==> src/hdl/utf8vd_pkg.sv <==
// shared types, codes and byte-range functions for the utf8 validating decoder
// no dependencies; used by utf8vd_step and utf8_validating_decoder
package utf8vd_pkg;

   localparam logic [2:0] RULE_GENERAL = 3'd0;
   localparam logic [2:0] RULE_A0_BF   = 3'd1;
   localparam logic [2:0] RULE_80_9F   = 3'd2;
   localparam logic [2:0] RULE_90_BF   = 3'd3;
   localparam logic [2:0] RULE_80_8F   = 3'd4;

   typedef struct packed {
      logic [1:0]  bytes_remaining;
      logic [2:0]  second_byte_rule;
      logic [20:0] partial_point;
      logic        error_latched;
   } state_type;

   typedef struct packed {
      logic        point_ready;
      logic [20:0] code_point;
      logic        is_space;
      logic        bad_stream;
      logic        stream_end;
   } result_type;

   localparam state_type STATE_RESET = '{
      bytes_remaining:  2'd0,
      second_byte_rule: RULE_GENERAL,
      partial_point:    21'd0,
      error_latched:    1'b0
   };

   function automatic logic cont_ok(input logic [7:0] b, input logic [2:0] rule);
      logic ok;
      case (rule)
         RULE_A0_BF: ok = (b >= 8'hA0) && (b <= 8'hBF);
         RULE_80_9F: ok = (b >= 8'h80) && (b <= 8'h9F);
         RULE_90_BF: ok = (b >= 8'h90) && (b <= 8'hBF);
         RULE_80_8F: ok = (b >= 8'h80) && (b <= 8'h8F);
         default:    ok = (b >= 8'h80) && (b <= 8'hBF);
      endcase
      return ok;
   endfunction

   function automatic logic space_point(input logic [20:0] cp);
      return ((cp >= 21'h00009) && (cp <= 21'h0000D)) ||
             ((cp >= 21'h0001C) && (cp <= 21'h0001F)) ||
             (cp == 21'h00020) || (cp == 21'h00085) || (cp == 21'h000A0) ||
             (cp == 21'h01680) ||
             ((cp >= 21'h02000) && (cp <= 21'h0200A)) ||
             (cp == 21'h02028) || (cp == 21'h02029) || (cp == 21'h0202F) ||
             (cp == 21'h0205F) || (cp == 21'h03000);
   endfunction

endpackage

==> src/hdl/utf8vd_step.sv <==
// per-byte decode step: next stream state and the result for one byte
// depends on utf8vd_pkg
module utf8vd_step (
   input  utf8vd_pkg::state_type  cur_state,
   input  logic [7:0]             data_byte,
   input  logic                   final_byte,
   output utf8vd_pkg::state_type  next_state,
   output utf8vd_pkg::result_type result
);

   logic             ready;
   logic [20:0]      cp;
   logic [20:0]      shifted;
   utf8vd_pkg::state_type nxt;

   assign shifted = {cur_state.partial_point[14:0], data_byte[5:0]};

   always_comb begin
      ready = 1'b0;
      cp    = 21'd0;
      nxt   = cur_state;
      if (!cur_state.error_latched) begin
         if (cur_state.bytes_remaining == 2'd0) begin
            if (data_byte <= 8'h7F) begin
               ready = 1'b1;
               cp    = {13'd0, data_byte};
            end else if ((data_byte >= 8'hC2) && (data_byte <= 8'hDF)) begin
               nxt.partial_point    = {16'd0, data_byte[4:0]};
               nxt.bytes_remaining  = 2'd1;
               nxt.second_byte_rule = utf8vd_pkg::RULE_GENERAL;
            end else if ((data_byte >= 8'hE0) && (data_byte <= 8'hEF)) begin
               nxt.partial_point    = {17'd0, data_byte[3:0]};
               nxt.bytes_remaining  = 2'd2;
               if (data_byte == 8'hE0) begin
                  nxt.second_byte_rule = utf8vd_pkg::RULE_A0_BF;
               end else if (data_byte == 8'hED) begin
                  nxt.second_byte_rule = utf8vd_pkg::RULE_80_9F;
               end else begin
                  nxt.second_byte_rule = utf8vd_pkg::RULE_GENERAL;
               end
            end else if ((data_byte >= 8'hF0) && (data_byte <= 8'hF4)) begin
               nxt.partial_point    = {18'd0, data_byte[2:0]};
               nxt.bytes_remaining  = 2'd3;
               if (data_byte == 8'hF0) begin
                  nxt.second_byte_rule = utf8vd_pkg::RULE_90_BF;
               end else if (data_byte == 8'hF4) begin
                  nxt.second_byte_rule = utf8vd_pkg::RULE_80_8F;
               end else begin
                  nxt.second_byte_rule = utf8vd_pkg::RULE_GENERAL;
               end
            end else begin
               nxt = utf8vd_pkg::STATE_RESET;
               nxt.error_latched = 1'b1;
            end
         end else if (utf8vd_pkg::cont_ok(data_byte, cur_state.second_byte_rule)) begin
            nxt.second_byte_rule = utf8vd_pkg::RULE_GENERAL;
            nxt.bytes_remaining  = cur_state.bytes_remaining - 2'd1;
            if (cur_state.bytes_remaining == 2'd1) begin
               ready             = 1'b1;
               cp                = shifted;
               nxt.partial_point = 21'd0;
            end else begin
               nxt.partial_point = shifted;
            end
         end else begin
            nxt = utf8vd_pkg::STATE_RESET;
            nxt.error_latched = 1'b1;
         end
      end
      if (final_byte && (nxt.bytes_remaining != 2'd0)) begin
         nxt = utf8vd_pkg::STATE_RESET;
         nxt.error_latched = 1'b1;
      end

      result.point_ready = ready;
      result.code_point  = cp;
      result.is_space    = ready && utf8vd_pkg::space_point(cp);
      result.bad_stream  = nxt.error_latched;
      result.stream_end  = final_byte;

      next_state = final_byte ? utf8vd_pkg::STATE_RESET : nxt;
   end

endmodule

==> src/hdl/utf8_validating_decoder.sv <==
// top level of the streaming strict utf8 validating decoder
// depends on utf8vd_pkg and utf8vd_step
//
// req channel: one raw byte per transfer (req_data_byte) and req_final_byte,
// which marks the last byte of a stream. rsp channel: exactly one result per
// byte, in order: rsp_point_ready with rsp_code_point and rsp_is_space when a
// byte completes a valid code point, rsp_bad_stream once any invalid or
// truncated sequence was seen in the stream, rsp_stream_end on the final byte.
// both channels use valid/stall; a transfer happens when valid is high and
// stall is low.
// each byte passes through the input register, then the result register, before
// its result can transfer on the rsp channel.
// throughput: one byte per cycle while rsp_stall is low; the stream state is
// updated by the single decode step as a byte moves into the result register.
// when rsp_stall is held, the result register holds, the input register fills
// and req_stall rises; no byte is lost or repeated.
// reset (synchronous, active high) empties both registers and returns the
// stream state to the start of a stream. a final byte does the same for the
// stream state after its result is formed.
module utf8_validating_decoder (
   input  logic        clock,
   input  logic        reset,
   input  logic        req_valid,
   output logic        req_stall,
   input  logic [7:0]  req_data_byte,
   input  logic        req_final_byte,
   output logic        rsp_valid,
   input  logic        rsp_stall,
   output logic        rsp_point_ready,
   output logic [20:0] rsp_code_point,
   output logic        rsp_is_space,
   output logic        rsp_bad_stream,
   output logic        rsp_stream_end
);

   logic                   in_valid_ff, in_valid_in;
   logic [7:0]             in_byte_ff, in_byte_in;
   logic                   in_final_ff, in_final_in;
   logic                   out_valid_ff, out_valid_in;
   utf8vd_pkg::result_type out_ff, out_in;
   utf8vd_pkg::state_type  state_ff, state_in;
   utf8vd_pkg::state_type  step_state;
   utf8vd_pkg::result_type step_result;
   logic                   advance;
   logic                   req_take;

   assign advance   = !out_valid_ff || !rsp_stall;
   assign req_stall = in_valid_ff && !advance;
   assign req_take  = req_valid && !req_stall;

   utf8vd_step u_step (
      .cur_state  (state_ff),
      .data_byte  (in_byte_ff),
      .final_byte (in_final_ff),
      .next_state (step_state),
      .result     (step_result)
   );

   always_comb begin
      in_valid_in  = in_valid_ff;
      in_byte_in   = in_byte_ff;
      in_final_in  = in_final_ff;
      out_valid_in = out_valid_ff;
      out_in       = out_ff;
      state_in     = state_ff;
      if (advance) begin
         out_valid_in = in_valid_ff;
         in_valid_in  = 1'b0;
         if (in_valid_ff) begin
            out_in   = step_result;
            state_in = step_state;
         end
      end
      if (req_take) begin
         in_valid_in = 1'b1;
         in_byte_in  = req_data_byte;
         in_final_in = req_final_byte;
      end
   end

   always_ff @(posedge clock) begin
      if (reset) begin
         in_valid_ff  <= 1'b0;
         out_valid_ff <= 1'b0;
         state_ff     <= utf8vd_pkg::STATE_RESET;
      end else begin
         in_valid_ff  <= in_valid_in;
         out_valid_ff <= out_valid_in;
         state_ff     <= state_in;
      end
   end

   always_ff @(posedge clock) begin
      in_byte_ff  <= in_byte_in;
      in_final_ff <= in_final_in;
      out_ff      <= out_in;
   end

   assign rsp_valid       = out_valid_ff;
   assign rsp_point_ready = out_ff.point_ready;
   assign rsp_code_point  = out_ff.code_point;
   assign rsp_is_space    = out_ff.is_space;
   assign rsp_bad_stream  = out_ff.bad_stream;
   assign rsp_stream_end  = out_ff.stream_end;

endmodule

==> config.mk <==
export PLATFORM = sky130hd
export DESIGN_NAME = utf8_validating_decoder
export DESIGN_NICKNAME = d
export VERILOG_FILES = /design/src/hdl/utf8vd_pkg.sv /design/src/hdl/utf8vd_step.sv /design/src/hdl/utf8_validating_decoder.sv
export SDC_FILE = /design/constraint.sdc
export NUM_CORES = 1
export LEC_CHECK = 0
export CORE_MARGIN = 2
export CORE_UTILIZATION = 62
export DETAILED_ROUTE_END_ITERATION = 8
export DONT_BUFFER_PORTS = 1
export PLACE_DENSITY = 0.84
export SLEW_MARGIN = 20
export SYNTH_ARGS = -nofsm -noshare
export SYNTH_HDL_FRONTEND = slang
export SYNTH_SLANG_ARGS = --single-unit
==> constraint.sdc <==
create_clock -name clock -period 2.9 [get_ports clock]
set_input_delay 0 -clock clock [delete_from_list [all_inputs] [get_ports clock]]
set_output_delay 0 -clock clock [all_outputs]
set_load 0.01 [all_outputs]
## Yosys cells after proc, flatten, opt, wreduce, memory -nomap -nowiden

Cells that the tools add are included.
W data, S select, Z words.

- Add/sub/neg operators: 1
- $lt $le $gt $ge: 19
- Eq/ne operators: 20
- Mux-type cells: 33
- Reductions and logical operators: 36

Operators by type and width:

| operator | count |
|---|---|
| $mux W27 | 5 |
| $eq A21 B14 Y1 const B | 5 |
| $mux W21 | 5 |
| $mux W26 | 4 |
| $ge A8 B8 Y1 const B | 6 |
| $le A8 B8 Y1 const B | 6 |
| $eq A21 B8 Y1 const B | 2 |
| $eq A8 B8 Y1 const B | 4 |
| $eq A21 B13 Y1 const B | 1 |
| $eq A21 B6 Y1 const B | 1 |
| $ge A21 B14 Y1 const B | 1 |
| $ge A21 B4 Y1 const B | 1 |
| $ge A21 B5 Y1 const B | 1 |
| $le A21 B14 Y1 const B | 1 |
| $le A21 B4 Y1 const B | 1 |
| $le A21 B5 Y1 const B | 1 |
| $logic_and A1 B1 Y1 | 15 |
| $mux W1 | 13 |
| $logic_or A1 B1 Y1 | 12 |
| $mux W3 | 3 |
| $le A8 B7 Y1 const B | 1 |
| $mux W8 | 1 |
| $eq A3 B2 Y1 const B | 2 |
| $logic_not A1 Y1 | 4 |
| other kinds (12) | 13 |

- Flip-flop bits (word level): 57
- Output and inout bits: 27

## Logic depth before layout (Yosys ltp)

- Depth after elaboration: 22
- Gate-level depth with buffers: 9
- Mapped depth without buffers: 8

## Cells and area by module

Synthesis repeated with hierarchy kept, for this count alone.

- Cells, all modules: 379
- Area, all modules: 3668.5 um^2

Modules (own cells, without submodules):

| module | times used | cells each | area each (um^2) | sequential area each (um^2) |
|---|---|---|---|---|
| utf8_validating_decoder | 1 | 161 | 2326.0 | 1601.5 |
| utf8vd_step | 1 | 218 | 1342.5 | 0.0 |

## Worst setup path before layout

OpenSTA, ideal clock, no wires.

- Path kind: register -> register
- Start point: register state_ff[25] (netlist name)
- End point: register out_ff (netlist bit rsp_is_space) (data pin)
- Data arrival time: 1.781 ns
- Data required time: 2.634 ns
- Path slack: 0.853 ns
- Stages on the path, launching flop included: 9
- Path buffers: 0
- Period minus slack after synthesis: 2.047 ns
- Path through: dfxtp_1 -> inv_1 -> ha_1 -> nor3b_2 -> o41ai_2 -> a2111oi_2 -> nor2_1 -> o211ai_2 -> nand4_1

RTL lines:

| element | RTL line | source |
|---|---|---|
| start: declaration | utf8_validating_decoder.sv:41 | `utf8vd_pkg::state_type state_ff, state_in;` |
| start signal: assignment | utf8_validating_decoder.sv:85 | `state_ff <= utf8vd_pkg::STATE_RESET;` |
| start signal: assignment | utf8_validating_decoder.sv:89 | `state_ff <= state_in;` |
| end signal: assignment | utf8_validating_decoder.sv:96 | `out_ff <= out_in;` |
| end: declaration | utf8_validating_decoder.sv:40 | `utf8vd_pkg::result_type out_ff, out_in;` |

==> results.md <==
* Status: finished clean
* Critical path required time at 2990 ps
* Drt pass-1 iters at 5
* Sequential Power Share at 51.2%
* Total routed wirelength at 5.47 mm
* Die X-Extent at 70.3 µm
* Via count at 2009
* H-tree depth at 3
* Max Fclk at 0.422 GHz
* Clock period minus worst slack at 2370 ps
* Die Footprint at 4940 µm²
* Pleak at 0.00108 µW
* Worst skew pair latency at 350 ps
* DR WL/cell at 16.8 µm
* Mapped Cells at 255
* Final setup fails at 0
* Dpl hpwl at 3.64 mm
* Post-synth top area cell: edfxtp_1
* Layout cell share with drive strength beyond 1 at 14.3%
* Total gr overflow at 0
* Final Hold Viols at 0
* Asr flop ratio synth at 0%
* First-pass GRT wire length at 9.05 mm
* Placed cells at 297
* Post-route ant nets at 0
* Post-synth EDFFs at 34
* Row count at 24
* Count leader, synth: edfxtp_1
* Net Sw Power at 405 µW
* RSZ-0062 raised after global routing: false
* Peak supply drop at 0.000488 V
* Initial core utilization at 63.5%
* TritonCTS clock tree: done
* Reg-to-reg slack, setup at 530 ps
* Input/output buffers at 0
* Total power per unit cell area at 589 nW/µm²
* Arrival time worst endpoint at 2460 ps
* HP Class: input port to register
* Clk Tree Root Cell: clkbuf_8
* Worst R2R Start: state_ff[25]$_SDFFE_PP0P_
* Synth top cells by count: edfxtp_1, nor2_1, dfxtp_1
* R2R depth at 9
* Pint at 1400 µW
* Initial antenna violation count at 0
* Worst-Margin Slew at 818 ps
* Setup TNS at 0 ps
* Worst Path Max Fanout at 19
* Synth Flop Type: edfxtp_1
* Vias in the first global route at 1904
* Clk buf depth at 2
* Synth Register Bits at 57
* Switching part of the total at 22.5%
* Residual DRC at 0
* Die Span Y at 70.3 µm
* Setup crit start: state_ff[25]$_SDFFE_PP0P_
* MaxCap Viol Count at 0
* PnR Total Power at 1800 µW
* CORE AREA at 4290 µm²
* Synth Warn # at 0
* Fin. max-slew vios at 0
* Sequential cell area fraction in the yosys report at 54.4%
* Total Routing Usage GR at 24.3%
* Final Cycle Share at 81.7%
* RR Endpoint: rsp_is_space$_DFFE_PP_
* Final Non-Filler Cells at 325
* Layout area overhead at 12.2%
* NumNets Final at 283
* Pin count of the biggest net entering global routing at 27
* Crit path capture: rsp_is_space$_DFFE_PP_
* Post-CTS resize count at 0
* Syn Area/Cell at 10.7 µm²
* Critical path class: register to register
* Syn Nets at 270
* Post-synth cell types at 58
* Antenna diode count at 0
* Clk sink count at 57
* Worst-path clk slew at 70 ps
* Rel. slew slack at 45.3%
* Mapped cell area at 2730 µm²
* 1st-iter DRT viols at 212
* Vias per cell at 6.18
* Crit end category: register
* Clock skew at 9.03 ps
* GP Congestion at 0.895
* Power share of the clock group at 43.4%
* Share of the synthesized area in the top cell type at 37.5%
* Main area contributors after synthesis: edfxtp_1, dfxtp_1, nor2_1, a22oi_1, a21oi_1
* Combinational Power Share at 5.3%
* CP Launch Type: register
* Fin util at 71.2%
* Num ports at 40
* Num CTS Buffers at 9
worst min-delay path by stage:
stage / start / end / slack (ps) / cells after the start
final: req_valid / in_byte_ff[1]$_DFFE_PP_ / 90 / 1
after global routing: rsp_stall / state_ff[25]$_SDFFE_PP0P_ / 80 / 3
after CTS: rsp_stall / in_valid_ff$_SDFFE_PP0P_ / 40 / 3
after detailed placement: reset / state_ff[6]$_SDFFE_PP0P_ / 80 / 1
after global placement: reset / state_ff[25]$_SDFFE_PP0P_ / 70 / 1
after floorplan: reset / state_ff[0]$_SDFFE_PP0P_ / 80 / 1
power by group through the flow:
| stage | clock (µW) | combinational, µW | sequential [µW] |
|---|---|---|---|
| floorplan | 0 | 79.1 | 924 |
| global placement | 0 | 75.9 | 940 |
| detailed placement | 0 | 77.9 | 941 |
| CTS | 798 | 95.5 | 923 |
| global route | 830 | 107 | 928 |
| finish | 783 | 96.3 | 923 |
through the flow:
step	hold WS, ps	area (µm²)	worst slack (ps)
finish	86.9	3060	530
floorplan	79.3	2730	853
CTS	44.1	3060	543
global placement	74.1	2720	706
detailed placement	77.1	2720	546
global route	81.9	3060	337
metal layers:
layer | vias to the layer above | track usage (%) | wire length [µm]
met5 | - | 0 | 0
met4 | 0 | 11.5 | 104
met3 | 9 | 10.5 | 473
met2 | 94 | 34.8 | 2520
met1 | 934 | 31.5 | 2360
li1 | 972 | - | -
critical path, cell delays in order (launching register included):
cell and delay (ps):
dfxtp_1 420, inv_1 90, ha_1 280, nor3b_2 200, o41ai_2 120, a2111oi_2 460, buf_4 290, a21oi_1 100
o211ai_2 70, nand4_1 90
final cells by class:
class	count	area (µm²)
Fill cell	293	1240
Tap cell	52	65.1
Clock buffer	12	166
Inverter	11	41.3
Sequential cell	57	1480
Timing Repair Buffer	15	143
Multi-Input combinational cell	174	1110
Clock inverter	4	50.0
layout by cell type, fill, tap and decap left out, types with 2 or more instances in the layout:
master / n
a211o_1: 2
a211oi_1: 2
a21oi_1: 14
a22o_1: 3
a22oi_1: 13
and2_1: 11
and2_2: 4
and3_1: 3
buf_4: 3
clkbuf_8: 10
clkinvlp_4: 2
dfxtp_1: 23
dlygate4sd3_1: 12
edfxtp_1: 34
ha_1: 2
inv_1: 11
nand2_1: 11
nand3_1: 8
nand4_1: 5
nand4b_1: 2
nor2_1: 29
nor2b_1: 7
nor3_1: 9
nor4_1: 6
nor4_2: 2
o211ai_1: 2
o21a_1: 2
o21ai_0: 7
or3_1: 2
logic make-up after synthesis:
logic type | synth area share, %
fa+ha+maj | 0.918
buf+inv | 4.87
flops | 54.4
mux | 0.367
simple gates | 22.5
compound gates | 17.0
flip-flops by register name, summed over array words and instances (netlist names):
register,count
rsp_valid,1
in_final_ff,1
rsp_point_ready,1
in_valid_ff,1
rsp_stream_end,1
state_ff,21
rsp_bad_stream,1
rsp_is_space,1
rsp_code_point,21
in_byte_ff,8
what timing repair did:
item	4_1_cts	5_1_grt
endpoints found under the hold margin	32	0
buffers inserted	0	0
setup endpoints to repair	0	0
hold buffers	12	0
No activity file was read; power rests on OpenSTA's default activity.
